==> src/hw/rtl/pwm_divider_factorizer_defines.svh <==
// Assertion macros shared by the PWM divider factorizer RTL.
// Included by pdf_ctrl, the module that carries the concurrent checks; no other dependencies.
`ifndef PWM_DIVIDER_FACTORIZER_DEFINES_SVH
`define PWM_DIVIDER_FACTORIZER_DEFINES_SVH
`ifndef SYNTH
// Check a condition at every clock edge outside reset
`define PDF_ASSERT(lbl, clk, rst_n, cond, msg) \
    lbl: assert property (@(posedge clk) disable iff (!rst_n) (cond)) else $error(msg);
// Check that an antecedent implies a consequent in the same cycle
`define PDF_ASSERT_IMPL(lbl, clk, rst_n, ante, cons, msg) \
    lbl: assert property (@(posedge clk) disable iff (!rst_n) (ante) |-> (cons)) \
        else $error(msg);
`else
`define PDF_ASSERT(lbl, clk, rst_n, cond, msg)
`define PDF_ASSERT_IMPL(lbl, clk, rst_n, ante, cons, msg)
`endif
`endif

==> src/hw/rtl/pdf_pkg.sv <==
// Package for the PWM divider factorizer: constants, state and command types,
// and the small prime table. No dependencies.
`timescale 1ns / 1ps
`default_nettype none

package pdf_pkg;

    localparam int DIV_W           = 40;
    localparam int COUNT_LIMIT_DEF = 65536;
    localparam int PRIME_COUNT_DEF = 10;
    localparam int PIDX_W          = 4;

    localparam logic [31:0] CLK_RESET = 32'd48000000;

    localparam logic [1:0] ST_OK  = 2'd0;
    localparam logic [1:0] ST_LOW = 2'd1;
    localparam logic [1:0] ST_SAT = 2'd2;

    typedef enum logic [3:0] {
        S_IDLE, S_LOAD, S_DWAIT, S_CHECK, S_TSTART, S_TWAIT, S_FCHECK, S_FSTART,
        S_FWAIT, S_HALVE, S_CLAMP, S_MUL, S_ASTART, S_AWAIT, S_OUT
    } state_t;

    typedef enum logic [1:0] {SEL_D, SEL_TRIAL, SEL_FALL, SEL_ACH} div_sel_t;

    typedef struct packed {
        logic     load;
        logic     set_zero;
        logic     div_start;
        div_sel_t div_sel;
        logic     take_d;
        logic     set_err;
        logic     trial_init;
        logic     small_init;
        logic     take_trial;
        logic     fall_mul;
        logic     take_fall;
        logic     halve;
        logic     clamp;
        logic     mul;
        logic     take_ach;
        logic     out_load;
    } dp_cmd_t;

    typedef struct packed {
        logic f_zero;
        logic div_busy;
        logic div_done;
        logic d_small;
        logic d_big;
        logic x_end;
        logic rem_zero;
        logic q_fits;
        logic fits;
        logic p_big;
        logic out_free;
    } dp_sts_t;

    function automatic logic [4:0] prime_at(input logic [PIDX_W-1:0] i);
        logic [4:0] v;
        case (i)
            4'd0:    v = 5'd2;
            4'd1:    v = 5'd3;
            4'd2:    v = 5'd5;
            4'd3:    v = 5'd7;
            4'd4:    v = 5'd11;
            4'd5:    v = 5'd13;
            4'd6:    v = 5'd17;
            4'd7:    v = 5'd19;
            4'd8:    v = 5'd23;
            4'd9:    v = 5'd31;
            default: v = 5'd2;
        endcase
        return v;
    endfunction

endpackage

`default_nettype wire

==> src/hw/rtl/pdf_in_if.sv <==
// Request channel: demanded frequency word with valid/ready.
// No dependencies.
`timescale 1ns / 1ps
`default_nettype none

interface pdf_in_if;
    logic        valid;
    logic        ready;
    logic [31:0] demand_freq;

    modport source (output valid, output demand_freq, input ready);
    modport sink   (input valid, input demand_freq, output ready);
endinterface

`default_nettype wire

==> src/hw/rtl/pdf_out_if.sv <==
// Result channel: timer setting word with valid/ready.
// No dependencies.
`timescale 1ns / 1ps
`default_nettype none

interface pdf_out_if;
    logic        valid;
    logic        ready;
    logic [15:0] prescale_value;
    logic [15:0] period_value;
    logic [14:0] compare_value;
    logic [31:0] achieved_freq;
    logic [1:0]  status_code;

    modport source (output valid, output prescale_value, output period_value,
                    output compare_value, output achieved_freq, output status_code,
                    input ready);
    modport sink   (input valid, input prescale_value, input period_value,
                    input compare_value, input achieved_freq, input status_code,
                    output ready);
endinterface

`default_nettype wire

==> src/hw/rtl/pdf_div.sv <==
// Restoring radix-2 divider, one quotient bit per cycle, with round-half-up flag.
// Depends on nothing but its parameter.
`timescale 1ns / 1ps
`default_nettype none

module pdf_div #(
    parameter int W = 40
) (
    input  wire logic         clk,
    input  wire logic         rst_n,
    input  wire logic         start,
    input  wire logic [W-1:0] num,
    input  wire logic [W-1:0] den,
    output logic              busy,
    output logic              done,
    output logic [W-1:0]      quo,
    output logic [W-1:0]      rem,
    output logic              half_up
);
    localparam int CW = $clog2(W + 1);

    logic          busy_reg, busy_next;
    logic          done_reg, done_next;
    logic [CW-1:0] cnt_reg, cnt_next;
    logic [W-1:0]  quo_reg, quo_next;
    logic [W:0]    rem_reg, rem_next;
    logic [W-1:0]  den_reg, den_next;
    logic [W:0]    shifted;
    logic [W:0]    diff;

    // Shift in one numerator bit and try a subtract
    always_comb
    begin
        shifted   = {rem_reg[W-1:0], quo_reg[W-1]};
        diff      = shifted - {1'b0, den_reg};
        busy_next = busy_reg;
        done_next = 1'b0;
        cnt_next  = cnt_reg;
        quo_next  = quo_reg;
        rem_next  = rem_reg;
        den_next  = den_reg;
        if (start)
        begin
            busy_next = 1'b1;
            cnt_next  = CW'(W);
            quo_next  = num;
            rem_next  = '0;
            den_next  = den;
        end
        else if (busy_reg)
        begin
            rem_next = diff[W] ? shifted : diff;
            quo_next = {quo_reg[W-2:0], ~diff[W]};
            cnt_next = cnt_reg - CW'(1);
            if (cnt_reg == CW'(1))
            begin
                busy_next = 1'b0;
                done_next = 1'b1;
            end
        end
    end

    // Hold control state
    always_ff @(posedge clk or negedge rst_n)
    begin
        if (!rst_n)
        begin
            busy_reg <= 1'b0;
            done_reg <= 1'b0;
            cnt_reg  <= '0;
        end
        else
        begin
            busy_reg <= busy_next;
            done_reg <= done_next;
            cnt_reg  <= cnt_next;
        end
    end

    // Hold operands
    always_ff @(posedge clk)
    begin
        quo_reg <= quo_next;
        rem_reg <= rem_next;
        den_reg <= den_next;
    end

    assign busy    = busy_reg;
    assign done    = done_reg;
    assign quo     = quo_reg;
    assign rem     = rem_reg[W-1:0];
    assign half_up = (rem_reg[W-1:0] >= (den_reg - rem_reg[W-1:0]));

endmodule

`default_nettype wire

==> src/hw/rtl/pdf_dp.sv <==
// Datapath: clock register, divisor, factor split, clamp, achieved frequency,
// and the result register. Depends on pdf_pkg and pdf_div.
`timescale 1ns / 1ps
`default_nettype none

module pdf_dp
    import pdf_pkg::*;
#(
    parameter int COUNT_LIMIT = COUNT_LIMIT_DEF,
    parameter int PRIME_COUNT = PRIME_COUNT_DEF
) (
    input  wire logic        clk,
    input  wire logic        rst_n,
    input  wire logic        wr_en,
    input  wire logic [31:0] wr_data,
    input  wire logic [31:0] demand_freq,
    input  wire dp_cmd_t     cmd,
    output dp_sts_t          sts,
    input  wire logic        out_ready,
    output logic             out_valid,
    output logic [15:0]      prescale_value,
    output logic [15:0]      period_value,
    output logic [14:0]      compare_value,
    output logic [31:0]      achieved_freq,
    output logic [1:0]       status_code
);
    localparam int XW = $clog2(PRIME_COUNT + 1);
    localparam logic [31:0] LIM  = 32'(COUNT_LIMIT);
    localparam logic [55:0] LIMM = 56'(COUNT_LIMIT);

    logic [31:0]       clk_reg;
    logic [31:0]       f_reg;
    logic [31:0]       d_reg;
    logic              sat_reg;
    logic              err_reg;
    logic [55:0]       m_reg;
    logic [31:0]       p_reg;
    logic [XW-1:0]     x_reg;
    logic [PIDX_W-1:0] best_idx_reg;
    logic [7:0]        best_rem_reg;
    logic [15:0]       pre_reg;
    logic [15:0]       per_reg;
    logic [32:0]       prod_reg;
    logic [31:0]       ach_reg;
    logic              ov_reg;
    logic [15:0]       ov_pre_reg;
    logic [15:0]       ov_per_reg;
    logic [14:0]       ov_cmp_reg;
    logic [31:0]       ov_ach_reg;
    logic [1:0]        ov_st_reg;

    logic [DIV_W-1:0]  div_num, div_den, div_q, div_r;
    logic              div_busy, div_done, div_half;
    logic [DIV_W:0]    q_rnd;
    logic [4:0]        prime_x;
    logic [4:0]        prime_b;
    logic [16:0]       m_cl, p_cl;
    logic              cl_sat;
    logic [15:0]       pre_c, per_c;
    logic [33:0]       prod_w;
    logic [16:0]       per_inc;
    logic [14:0]       cmp_w;

    assign prime_x = prime_at(PIDX_W'(x_reg));
    assign prime_b = prime_at(best_idx_reg);

    // Select divider operands for the current division
    always_comb
    begin
        case (cmd.div_sel)
            SEL_D:
            begin
                div_num = {clk_reg, 8'h00};
                div_den = {8'h00, f_reg};
            end
            SEL_TRIAL:
            begin
                div_num = {8'h00, p_reg};
                div_den = {35'd0, prime_x};
            end
            SEL_FALL:
            begin
                div_num = {8'h00, d_reg};
                div_den = m_reg[DIV_W-1:0];
            end
            default:
            begin
                div_num = {clk_reg, 8'h00};
                div_den = {7'd0, prod_reg};
            end
        endcase
    end

    pdf_div #(.W(DIV_W)) u_div (
        .clk     (clk),
        .rst_n   (rst_n),
        .start   (cmd.div_start),
        .num     (div_num),
        .den     (div_den),
        .busy    (div_busy),
        .done    (div_done),
        .quo     (div_q),
        .rem     (div_r),
        .half_up (div_half)
    );

    assign q_rnd = {1'b0, div_q} + (DIV_W + 1)'(div_half);

    // Clamp counts and order them so the prescaler is the smaller one
    always_comb
    begin
        cl_sat = 1'b0;
        if (m_reg > 56'd65536)
        begin
            m_cl   = 17'd65536;
            cl_sat = 1'b1;
        end
        else
        begin
            m_cl = m_reg[16:0];
        end
        if (p_reg == 32'd0)
        begin
            p_cl   = 17'd1;
            cl_sat = 1'b1;
        end
        else if (p_reg > 32'd65536)
        begin
            p_cl   = 17'd65536;
            cl_sat = 1'b1;
        end
        else
        begin
            p_cl = p_reg[16:0];
        end
        pre_c = 16'(m_cl - 17'd1);
        per_c = 16'(p_cl - 17'd1);
        if (pre_c > per_c)
        begin
            pre_c = 16'(p_cl - 17'd1);
            per_c = 16'(m_cl - 17'd1);
        end
    end

    assign prod_w  = ({1'b0, pre_reg} + 17'd1) * ({1'b0, per_reg} + 17'd1);
    assign per_inc = {1'b0, per_reg} + 17'd1;
    assign cmp_w   = (per_reg >= 16'd1) ? 15'((per_inc >> 1) - 17'd1) : 15'd0;

    // Hold the clock register
    always_ff @(posedge clk or negedge rst_n)
    begin
        if (!rst_n)
        begin
            clk_reg <= CLK_RESET;
        end
        else if (wr_en)
        begin
            clk_reg <= wr_data;
        end
    end

    // Advance the working registers on controller commands
    always_ff @(posedge clk)
    begin
        if (cmd.load)
        begin
            f_reg   <= demand_freq;
            sat_reg <= 1'b0;
            err_reg <= 1'b0;
        end
        if (cmd.set_zero)
        begin
            d_reg   <= '1;
            sat_reg <= 1'b1;
        end
        if (cmd.take_d)
        begin
            if (q_rnd[DIV_W:32] != '0)
            begin
                d_reg   <= '1;
                sat_reg <= 1'b1;
            end
            else
            begin
                d_reg <= q_rnd[31:0];
            end
        end
        if (cmd.set_err)
        begin
            pre_reg <= 16'd0;
            per_reg <= 16'd1;
            ach_reg <= 32'd0;
            err_reg <= 1'b1;
        end
        if (cmd.trial_init)
        begin
            m_reg        <= 56'd1;
            p_reg        <= d_reg;
            x_reg        <= '0;
            best_idx_reg <= '0;
            best_rem_reg <= 8'd255;
        end
        if (cmd.small_init)
        begin
            m_reg <= 56'd1;
            p_reg <= d_reg;
        end
        if (cmd.take_trial)
        begin
            if (div_r == '0)
            begin
                p_reg <= div_q[31:0];
                m_reg <= 56'(m_reg * prime_x);
            end
            else
            begin
                if (div_r[7:0] <= best_rem_reg)
                begin
                    best_rem_reg <= div_r[7:0];
                    best_idx_reg <= PIDX_W'(x_reg);
                end
                x_reg <= x_reg + XW'(1);
            end
        end
        if (cmd.fall_mul)
        begin
            m_reg <= 56'(m_reg * prime_b);
        end
        if (cmd.take_fall)
        begin
            p_reg <= div_q[31:0];
        end
        if (cmd.halve)
        begin
            p_reg <= p_reg >> 1;
            m_reg <= m_reg << 1;
        end
        if (cmd.clamp)
        begin
            pre_reg <= pre_c;
            per_reg <= per_c;
            if (cl_sat)
            begin
                sat_reg <= 1'b1;
            end
        end
        if (cmd.mul)
        begin
            prod_reg <= prod_w[32:0];
        end
        if (cmd.take_ach)
        begin
            if (q_rnd[DIV_W:32] != '0)
            begin
                ach_reg <= '1;
                sat_reg <= 1'b1;
            end
            else
            begin
                ach_reg <= q_rnd[31:0];
            end
        end
    end

    // Hold the result word until the sink takes it
    always_ff @(posedge clk or negedge rst_n)
    begin
        if (!rst_n)
        begin
            ov_reg <= 1'b0;
        end
        else if (cmd.out_load)
        begin
            ov_reg <= 1'b1;
        end
        else if (out_ready)
        begin
            ov_reg <= 1'b0;
        end
    end

    always_ff @(posedge clk)
    begin
        if (cmd.out_load)
        begin
            ov_pre_reg <= pre_reg;
            ov_per_reg <= per_reg;
            ov_cmp_reg <= cmp_w;
            ov_ach_reg <= ach_reg;
            ov_st_reg  <= err_reg ? ST_LOW : (sat_reg ? ST_SAT : ST_OK);
        end
    end

    assign out_valid      = ov_reg;
    assign prescale_value = ov_pre_reg;
    assign period_value   = ov_per_reg;
    assign compare_value  = ov_cmp_reg;
    assign achieved_freq  = ov_ach_reg;
    assign status_code    = ov_st_reg;

    // Report status to the controller
    always_comb
    begin
        sts.f_zero   = (f_reg == 32'd0);
        sts.div_busy = div_busy;
        sts.div_done = div_done;
        sts.d_small  = (d_reg < 32'd2);
        sts.d_big    = (d_reg > LIM);
        sts.x_end    = (x_reg == XW'(PRIME_COUNT));
        sts.rem_zero = (div_r == '0);
        sts.q_fits   = (div_q[31:0] <= LIM);
        sts.fits     = (p_reg <= LIM) && (m_reg <= LIMM);
        sts.p_big    = (p_reg > LIM);
        sts.out_free = !ov_reg || out_ready;
    end

endmodule

`default_nettype wire

==> src/hw/rtl/pdf_ctrl.sv <==
// Controller state machine sequencing the divisor, factor search, clamp and
// achieved-frequency steps. Depends on pdf_pkg and the assertion macro header.
`timescale 1ns / 1ps
`default_nettype none
`include "pwm_divider_factorizer_defines.svh"

module pdf_ctrl
    import pdf_pkg::*;
(
    input  wire logic    clk,
    input  wire logic    rst_n,
    input  wire logic    in_valid,
    output logic         in_ready,
    input  wire dp_sts_t sts,
    output dp_cmd_t      cmd
);
    state_t state_reg, state_next;

    // Advance state
    always_ff @(posedge clk or negedge rst_n)
    begin
        if (!rst_n)
        begin
            state_reg <= S_IDLE;
        end
        else
        begin
            state_reg <= state_next;
        end
    end

    // Next state
    always_comb
    begin
        state_next = state_reg;
        unique case (state_reg)
            S_IDLE:   if (in_valid) state_next = S_LOAD;
            S_LOAD:   state_next = sts.f_zero ? S_CHECK : S_DWAIT;
            S_DWAIT:  if (sts.div_done) state_next = S_CHECK;
            S_CHECK:
            begin
                if (sts.d_small)    state_next = S_OUT;
                else if (sts.d_big) state_next = S_TSTART;
                else                state_next = S_CLAMP;
            end
            S_TSTART: state_next = sts.x_end ? S_FCHECK : S_TWAIT;
            S_TWAIT:
            begin
                if (sts.div_done)
                    state_next = (sts.rem_zero && sts.q_fits) ? S_FCHECK : S_TSTART;
            end
            S_FCHECK: state_next = sts.fits ? S_CLAMP : S_FSTART;
            S_FSTART: state_next = S_FWAIT;
            S_FWAIT:  if (sts.div_done) state_next = S_HALVE;
            S_HALVE:  if (!sts.p_big) state_next = S_CLAMP;
            S_CLAMP:  state_next = S_MUL;
            S_MUL:    state_next = S_ASTART;
            S_ASTART: state_next = S_AWAIT;
            S_AWAIT:  if (sts.div_done) state_next = S_OUT;
            S_OUT:    if (sts.out_free) state_next = S_IDLE;
            default:  state_next = S_IDLE;
        endcase
    end

    // Commands to the datapath
    always_comb
    begin
        cmd         = '0;
        cmd.div_sel = SEL_D;
        in_ready    = 1'b0;
        unique case (state_reg)
            S_IDLE:
            begin
                in_ready = 1'b1;
                cmd.load = in_valid;
            end
            S_LOAD:
            begin
                cmd.set_zero  = sts.f_zero;
                cmd.div_start = !sts.f_zero;
            end
            S_DWAIT:  cmd.take_d = sts.div_done;
            S_CHECK:
            begin
                cmd.set_err    = sts.d_small;
                cmd.trial_init = !sts.d_small && sts.d_big;
                cmd.small_init = !sts.d_small && !sts.d_big;
            end
            S_TSTART:
            begin
                cmd.div_sel   = SEL_TRIAL;
                cmd.div_start = !sts.x_end;
            end
            S_TWAIT:
            begin
                cmd.div_sel    = SEL_TRIAL;
                cmd.take_trial = sts.div_done;
            end
            S_FCHECK: cmd.fall_mul = !sts.fits;
            S_FSTART:
            begin
                cmd.div_sel   = SEL_FALL;
                cmd.div_start = 1'b1;
            end
            S_FWAIT:
            begin
                cmd.div_sel   = SEL_FALL;
                cmd.take_fall = sts.div_done;
            end
            S_HALVE:  cmd.halve = sts.p_big;
            S_CLAMP:  cmd.clamp = 1'b1;
            S_MUL:    cmd.mul = 1'b1;
            S_ASTART:
            begin
                cmd.div_sel   = SEL_ACH;
                cmd.div_start = 1'b1;
            end
            S_AWAIT:
            begin
                cmd.div_sel  = SEL_ACH;
                cmd.take_ach = sts.div_done;
            end
            S_OUT:    cmd.out_load = sts.out_free;
            default:  cmd = '0;
        endcase
    end

    `PDF_ASSERT_IMPL(a_start_idle, clk, rst_n, cmd.div_start, !sts.div_busy, "divider restarted while busy")
    `PDF_ASSERT_IMPL(a_done_wait, clk, rst_n, sts.div_done, (state_reg == S_DWAIT || state_reg == S_TWAIT || state_reg == S_FWAIT || state_reg == S_AWAIT), "divider finished outside a wait state")
    `PDF_ASSERT_IMPL(a_out_free, clk, rst_n, cmd.out_load, sts.out_free, "result loaded over an untaken word")

endmodule

`default_nettype wire

==> src/hw/rtl/pwm_divider_factorizer.sv <==
// PWM divider factorizer: takes a demanded frequency (Q24.8 Hz), returns a
// prescaler/period pair, duty compare, achieved frequency and status. One word
// is worked at a time by a single shared 40-bit restoring divider that yields
// one quotient bit per cycle. An item costs one division for the divisor, one
// per trial-division step (ten misses plus one per prime factor taken out),
// one for the fallback split and one for the achieved frequency. A new word
// is taken while a result still waits.
// Depends on pdf_pkg, the channel interfaces, pdf_ctrl and pdf_dp.
`timescale 1ns / 1ps
`default_nettype none

module pwm_divider_factorizer
    import pdf_pkg::*;
#(
    parameter int COUNT_LIMIT = COUNT_LIMIT_DEF,
    parameter int PRIME_COUNT = PRIME_COUNT_DEF
) (
    input  wire logic        clk,
    input  wire logic        rst_n,
    input  wire logic        wr_en,
    input  wire logic [31:0] wr_data,
    pdf_in_if.sink           req,
    pdf_out_if.source        rsp
);
    dp_cmd_t cmd;
    dp_sts_t sts;
    logic    in_ready;

    assign req.ready = in_ready;

    pdf_ctrl u_ctrl (
        .clk      (clk),
        .rst_n    (rst_n),
        .in_valid (req.valid),
        .in_ready (in_ready),
        .sts      (sts),
        .cmd      (cmd)
    );

    pdf_dp #(
        .COUNT_LIMIT (COUNT_LIMIT),
        .PRIME_COUNT (PRIME_COUNT)
    ) u_dp (
        .clk            (clk),
        .rst_n          (rst_n),
        .wr_en          (wr_en),
        .wr_data        (wr_data),
        .demand_freq    (req.demand_freq),
        .cmd            (cmd),
        .sts            (sts),
        .out_ready      (rsp.ready),
        .out_valid      (rsp.valid),
        .prescale_value (rsp.prescale_value),
        .period_value   (rsp.period_value),
        .compare_value  (rsp.compare_value),
        .achieved_freq  (rsp.achieved_freq),
        .status_code    (rsp.status_code)
    );

endmodule

`default_nettype wire

==> src/flat_wrapper.sv <==
// flat-port wrapper written by rule: the top's interface ports become plain ports
module pwm_divider_factorizer_flat import pdf_pkg::*;
#(
    parameter int COUNT_LIMIT = COUNT_LIMIT_DEF,
    parameter int PRIME_COUNT = PRIME_COUNT_DEF
)
  (clk, rst_n, wr_en, wr_data, req_valid, req_demand_freq, req_ready, rsp_valid, rsp_prescale_value, rsp_period_value, rsp_compare_value, rsp_achieved_freq, rsp_status_code, rsp_ready);
  pdf_in_if req_i ();
  pdf_out_if rsp_i ();
  input  wire logic clk;
  input  wire logic rst_n;
  input  wire logic wr_en;
  input  wire logic [31:0] wr_data;
  input wire logic [$bits(req_i.valid)-1:0] req_valid;
  input wire logic [$bits(req_i.demand_freq)-1:0] req_demand_freq;
  output wire logic [$bits(req_i.ready)-1:0] req_ready;
  output wire logic [$bits(rsp_i.valid)-1:0] rsp_valid;
  output wire logic [$bits(rsp_i.prescale_value)-1:0] rsp_prescale_value;
  output wire logic [$bits(rsp_i.period_value)-1:0] rsp_period_value;
  output wire logic [$bits(rsp_i.compare_value)-1:0] rsp_compare_value;
  output wire logic [$bits(rsp_i.achieved_freq)-1:0] rsp_achieved_freq;
  output wire logic [$bits(rsp_i.status_code)-1:0] rsp_status_code;
  input wire logic [$bits(rsp_i.ready)-1:0] rsp_ready;
  assign req_i.valid = req_valid;
  assign req_i.demand_freq = req_demand_freq;
  assign req_ready = req_i.ready;
  assign rsp_valid = rsp_i.valid;
  assign rsp_prescale_value = rsp_i.prescale_value;
  assign rsp_period_value = rsp_i.period_value;
  assign rsp_compare_value = rsp_i.compare_value;
  assign rsp_achieved_freq = rsp_i.achieved_freq;
  assign rsp_status_code = rsp_i.status_code;
  assign rsp_i.ready = rsp_ready;
  pwm_divider_factorizer #(.COUNT_LIMIT(COUNT_LIMIT), .PRIME_COUNT(PRIME_COUNT)) u_core (.clk(clk), .rst_n(rst_n), .wr_en(wr_en), .wr_data(wr_data), .req(req_i), .rsp(rsp_i));
endmodule
==> config.mk <==
export PLATFORM = sky130hd
export DESIGN_NAME = pwm_divider_factorizer_flat
export DESIGN_NICKNAME = d
export VERILOG_FILES = /design/src/hw/rtl/pdf_pkg.sv /design/src/hw/rtl/pdf_in_if.sv /design/src/hw/rtl/pdf_out_if.sv /design/src/hw/rtl/pdf_div.sv /design/src/hw/rtl/pdf_dp.sv /design/src/hw/rtl/pdf_ctrl.sv /design/src/hw/rtl/pwm_divider_factorizer.sv /design/src/flat_wrapper.sv
export VERILOG_INCLUDE_DIRS = /design/src /design/src/hw/rtl
export SDC_FILE = /design/constraint.sdc
export NUM_CORES = 2
export LEC_CHECK = 0
export ABC_AREA = 1
export BUFFER_PORTS_ARGS = -buffer_cell sky130_fd_sc_hd__buf_2
export CORE_MARGIN = 10
export CORE_UTILIZATION = 50
export DETAILED_ROUTE_END_ITERATION = 16
export GPL_TIMING_DRIVEN = 0
export HOLD_SLACK_MARGIN = 0.05
export PLACE_DENSITY = 0.69
export SETUP_SLACK_MARGIN = 0.02
export SLEW_MARGIN = 20
export SYNTH_ARGS = -nofsm -noshare
export SYNTH_HDL_FRONTEND = slang
export SYNTH_SLANG_ARGS = --single-unit
==> constraint.sdc <==
create_clock -name clk -period 6.2 [get_ports clk]
set_input_delay 0.93 -clock clk [delete_from_list [all_inputs] [get_ports clk]]
set_output_delay 0.93 -clock clk [all_outputs]
set_load 0.02 [all_outputs]
== Word-level counts from Yosys, hierarchy flattened ==
Memories as Yosys holds them, arrays and structs flattened. A register that Yosys moved wholly into a read port is not among the register bits.
Cells that the tools add are included.
Widths: inputs -> output; s select.

* Word-level logic and storage cells: 202
* Memory bits (read-only): 160
* Output and inout port bits: 83
* Bits in latches: 0
* Input port bits: 69
* Register bits: 513
* RAM bits: 0
* Memories: 2

{| class="wikitable"
|+ Memory list
! memory !! words !! width !! read ports !! clocked after memory_dff !! write ports !! line !! text
|-
| (no name shown) || 16 || 5 || 1 || 1 || 0 || pdf_pkg.sv:61 || <nowiki>case (i)</nowiki>
|-
| (no name shown) || 16 || 5 || 1 || 1 || 0 || pdf_pkg.sv:61 ||
|}

* Shift operators: 0
* Muxes and demuxes: 93
* Bitwise gates (word level): 1
* Divide/modulo/power cells: 0
* Magnitude comparators: 11
* Add/sub/neg operators: 11
* $mul: 3
* Reductions and logical operators: 27
* Equal/unequal tests: 25

{| class="wikitable"
|+ Operators with widths
! kind !! number
|-
| $mux 56 || 6
|-
| $mux 32 || 10
|-
| $mux 16 || 9
|-
| $mux 40 || 3
|-
| $pmux 40 s3 || 1
|-
| $mul 56x5->56 || 2
|-
| $pmux 40 s2 || 1
|-
| $mux 4 || 17
|-
| $gt 32x17->1 const B || 2
|-
| $le 32x17->1 const B || 2
|-
| $logic_not 32->1 || 2
|-
| $pmux 4 s15 || 1
|-
| $gt 56x17->1 const B || 1
|-
| $le 56x17->1 const B || 1
|-
| $add 40x1->41 || 1
|-
| $sub 41x40->41 || 1
|-
| $ge 40x40->1 || 1
|-
| $logic_not 40->1 || 1
|-
| $sub 40x40->40 || 1
|-
| $add 16x1->17 const B || 2
|-
| $mul 17x17->33 || 1
|-
| $eq 4x4->1 const B || 8
|-
| $lt 32x2->1 const B || 1
|-
| $mux 1 || 32
|-
| other kinds (32) || 64
|}

== Longest topological paths before layout ==
* Depth after elaboration: 10
* Mapped depth: 41
* Depth with buffers taken out: 40

== By module ==
A second synthesis with hierarchy kept.

* Cells, all modules: 9,146
* Area total of the unflattened synthesis: 63,399.6 µm²

{| class="wikitable"
|+ Modules (own cells, without submodules)
! module !! cells each !! sequential area each (µm²) !! instances !! area each (µm²)
|-
| pdf_dp || 7,218 || 10,427.5 || 1 || 50,503.4
|-
| pdf_div || 1,817 || 3,403.3 || 1 || 12,288.0
|-
| pdf_ctrl || 111 || 100.1 || 1 || 608.1
|}

== Worst setup path before layout ==
Ideal clock, no wire load.

* Kind: flip-flop to flip-flop
* Start: register u_core.u_dp.pre_reg[0]
* End: register u_core.u_dp.prod_reg[31], data pin
* Buffers on the path: 1
* Slack: -0.561 ns
* Period minus slack after synthesis: 6.761 ns
* Library setup time: 0.262 ns
* Stages on the path, launching flop included: 32
* Data arrival time: 6.499 ns
* Required time: 5.938 ns
* Path through: edfxtp_1 -> ha_1 -> nand3_1 -> inv_1 -> nand3_1 -> nor2_1 -> nand4_1 -> o21ai_0 -> nand2_1 -> inv_1 -> clkbuf_1 -> nand2_1 -> fa_1 -> inv_1 -> fa_1 -> inv_1 -> fa_1 -> inv_1 -> fa_1 -> inv_1 -> fa_1 -> inv_1 -> fa_1 -> ha_1 -> nand2_1 -> nor4_1 -> nand4_1 -> nand3_1 -> nand2_1 -> o211ai_1 -> a21oi_1 -> xor2_1

* Longest elaborated chain between the ends: 2

{| class="wikitable"
|+ Ends and longest elaborated chain
! what !! line !! text
|-
| from (decl) || pdf_dp.sv:41 || <nowiki>logic [15:0] pre_reg;</nowiki>
|-
| from (signal assigned) || pdf_dp.sv:240 || <nowiki>pre_reg <= pre_c;</nowiki>
|-
| $add 16x1->17 || pdf_dp.sv:145 || <nowiki>assign prod_w = ({1'b0, pre_reg} + 17'd1) * ({1'b0, per_reg} + 17'd1);</nowiki>
|-
| $mul 17x17->33 || pdf_dp.sv:145 ||
|-
| named net u_core.u_dp.prod_w[31] || pdf_dp.sv:60 || <nowiki>logic [33:0] prod_w;</nowiki>
|-
| to (signal assigned) || pdf_dp.sv:249 || <nowiki>prod_reg <= prod_w[32:0];</nowiki>
|-
| to (decl) || pdf_dp.sv:43 || <nowiki>logic [32:0] prod_reg;</nowiki>
|}

The timed path passes the listed nets, and every way through them passes these cells.
A chain may end at the register's enable or synchronous reset.

== Worst setup path after layout ==
* Start: register u_core.u_dp.per_reg[1]
* End: register u_core.u_dp.prod_reg[29], data pin

* Longest elaborated chain between the ends: 2

{| class="wikitable"
|+ Ends and longest elaborated chain
! what !! line !! text
|-
| from (decl) || pdf_dp.sv:42 || <nowiki>logic [15:0] per_reg;</nowiki>
|-
| from (signal assigned) || pdf_dp.sv:241 || <nowiki>per_reg <= per_c;</nowiki>
|-
| $add 16x1->17 || pdf_dp.sv:145 ||
|-
| $mul 17x17->33 || pdf_dp.sv:145 ||
|-
| named net u_core.u_dp.prod_w[29] || pdf_dp.sv:60 ||
|}

The timed path passes the listed nets, and every way through them passes these cells.

==> impl_metrics.yaml <==
run_status:
  status: "finished, violations left"
  violations: "setup timing"
cells_and_area:
  regArea_um2: 14000
  nNetsFinal: 9745
  largest_register_ff_count: 56
  multiInputGateArea_um2: 41300
  layout.cells.non_filler: 10400
  drive_gt1_frac: 0.124
  synthToLayoutAreaGrowth_pct: 16.7
  fillers: 11100
die:
  start_util: 0.505
  core_area_um2: 118000
  die-area_um2: 134000
  die_y_um: 366
  top_level_ports: 152
  rows: 126
  die_x_um: 366
synth:
  netlist_instances: 8291
  synth_compound_area_frac: 0.120
  synth_top_family_by_area: "adder cells"
  syn-num-nets: 9281
  synth-main-ff-cell: "edfxtp_1"
  syn_area_um2: 59700
  synth_area_leaders: "fa_1 18%, edfxtp_1 16%, nand2_1 13%"
  postSynthAreaPerCell_um2: 7.21
  seq_area_frac_synth: 0.233
  ys_ff_latch: 523
  synthSimpleGateAreaFrac: 0.239
  async_flop_share: 0.0860
  post-synth-top-count-cell: "nand2_1"
  yosysTopAreaCellShare: 0.179
  ys_top_cells_by_count: "2,011 x nand2_1, 1,531 x inv_1, 808 x nor2_1"
  synthAdderAreaFrac: 0.260
  synth-edff-count: 322
  synthDistinctLibCells: 59
  synth_top_area_cell: "fa_1"
  synth_xor_area_frac: 0.0301
  synth.area.mux_share: 0.00151
  yosysWarnings: 0
drt:
  postRouteAntennaNets: 0
  wl_per_cell_um: 21.9
  drt_first_iter_violations: 6024
  drc: 0
  vias: 58900
  routed_via_density: 5.66
  wirelength_um: 228000
  firstDrtPassIters: 6
clocking:
  cts_tree: "yes"
  cts_max_path_buffers: 3
  postCtsHoldBufs: 0
  clk_latency_ns: 0.73
  cts_root_buf: "clkbuf_16"
  cts_sinks: 523
  numCtsBuffers: 59
  htree_num_levels: 2
  path_clk_slew_ns: 0.06
placed_design:
  place_congestion: 1.03
  hpwl_um: 182000
  io_buffers: 150
  placed_cells: 10100
global_route:
  track_usage: 0.333
  grt_pass1_vias: 58100
  overflow: 0
  grt_first_pass_wirelength_um: 342000
  grt_max_degree: 46
  antenna_found_initial: 5
sta:
  tightest_slew_ns: 1.26
  slew_violations: 0
  fin_skew_ns: 0.0958
  fin_crit_ns: 7.11
  maxSlewHeadroom: 0.160
  layout_setup_ws_ns: -0.909
  fin_crit_sh: 1.15
  rsz0062_at_grt: "true"
  setup_viol: 40
  fmax_mhz: 141
  holdWs_ns: 0.262
  hold_violations: 0
critical_path:
  slowest_delay_ns: 0.57
  worst_setup_path_end_kind: "register"
  crit_required_ns: 6.59
  critPathSlowestCell: "edfxtp_1"
  path_max_fanout: 4
  start_kind: "register"
  crit_arrival_ns: 7.50
  cpMostUsedCell: "fa_1"
  crit_type: "reg2reg"
min_path:
  hp-class: "in2async"
run:
  max-cap-violations: 0
==> what timing repair did <==
| action | 4_1_cts | 5_1_grt |
|---|---|---|
| pin swaps | 114 | 163 |
| gates resized for setup | 408 | 283 |
| setup buffers | 155 | 90 |
| cloned | 6 | 0 |
| setup endpoints to repair | 101 | 105 |
==> through the flow <==
stage | utilization | setup slack (ns) | setup TNS (ns) | cell area, um^2
finish | 0.589 | -0.909 | -12.59 | 69700
detailed placement | 0.533 | -2.20 | -167.19 | 63100
CTS | 0.575 | -0.664 | -8.57 | 68000
floorplan | - | -0.208 | -0.830 | 60100
global route | 0.589 | -1.06 | -25.18 | 69700
global placement | 0.531 | -2.08 | -191.63 | 62800
==> cells in the final DEF, fill, tap and decap left out, types with 26 or more instances in the layout <==
master | netlist | routed
buf_2 | 20 | 170
buf_1 | 49 | 47
dfxtp_1 | 156 | 124
nor4_1 | 47 | 37
nand2_2 | 9 | 84
buf_6 | 3 | 33
o22ai_1 | 40 | 40
xor2_1 | 137 | 132
nand3b_1 | 33 | 33
a21oi_2 | 0 | 29
nor2_1 | 808 | 768
nand3_1 | 348 | 297
dfxtp_2 | 0 | 26
a21oi_1 | 563 | 525
xnor2_1 | 68 | 65
o21ai_0 | 504 | 468
ha_1 | 386 | 336
clkbuf_1 | 219 | 185
nand3_2 | 3 | 37
o211ai_1 | 52 | 52
dfrtp_1 | 35 | 35
nand2_1 | 2011 | 1905
edfxtp_1 | 322 | 322
buf_4 | 2 | 217
ha_4 | 0 | 46
o21bai_1 | 29 | 27
nor2_4 | 5 | 33
nand2_4 | 1 | 31
fa_1 | 535 | 521
inv_1 | 1531 | 1475
inv_2 | 9 | 53
nor3_1 | 81 | 73
clkbuf_16 | 0 | 69
nand4_1 | 95 | 95
a31oi_1 | 29 | 27
==> cells by family after synthesis <==
kind of cell / Yosys count
compound gates: 1319
buf+inv: 1840
xor+xnor: 205
mux: 8
fa+ha+maj: 921
simple gates: 3475
flops: 523
==> area by class of cell <==
class	instances	share of cell area
flip-flops and latches	523	0.201
multi-input cells	5929	0.592
well taps	1600	0.0287
repair buffers	408	0.0429
plain buffers	287	0.0215
clock buffers	71	0.0226
diodes	3	0.000108
inverters	1547	0.0842
clock inverters	40	0.00700
==> per-layer routing <==
metal  GRT usage  part of all wire
met5           0           0.00019
met4       0.143             0.049
met3      0.0676             0.095
met2       0.526              0.45
met1       0.441              0.41
==> path summary, 6_finish.rpt <==
| path | start | endpoint | slack [ns] | depth (start not counted) |
|---|---|---|---|---|
| min | rst_n | u_core.u_dp.clk_reg[26] | 0.26 | 1 |
| min reg2reg | u_core.u_dp.ach_reg[8] | u_core.u_dp.achieved_freq[8] | 0.41 | 0 |
| max | u_core.u_dp.per_reg[1] | u_core.u_dp.prod_reg[29] | -0.91 | 32 |
| min in group clk | req_demand_freq[16] | u_core.u_dp.f_reg[16] | 0.41 | 1 |
| max in group asynchronous | rst_n | u_core.u_dp.u_div.cnt_reg[0] | 5.37 | 1 |
| max reg2reg | u_core.u_dp.per_reg[1] | u_core.u_dp.prod_reg[29] | -0.91 | 32 |
==> worst max-delay path, delay by kind of cell (launching register included) <==
kind	cells	cell delay [ns]
and+or+nand+nor	11	1.27
DFF	1	0.57
adders and majority gates	8	3.57
xor gates and xnor gates	1	0.18
AOI/OAI and AO/OA	3	0.40
buffers and inverters	9	0.85
Power is not shown: default switching activity piles up to over one toggle a cycle in this logic, so the estimate is an artifact.
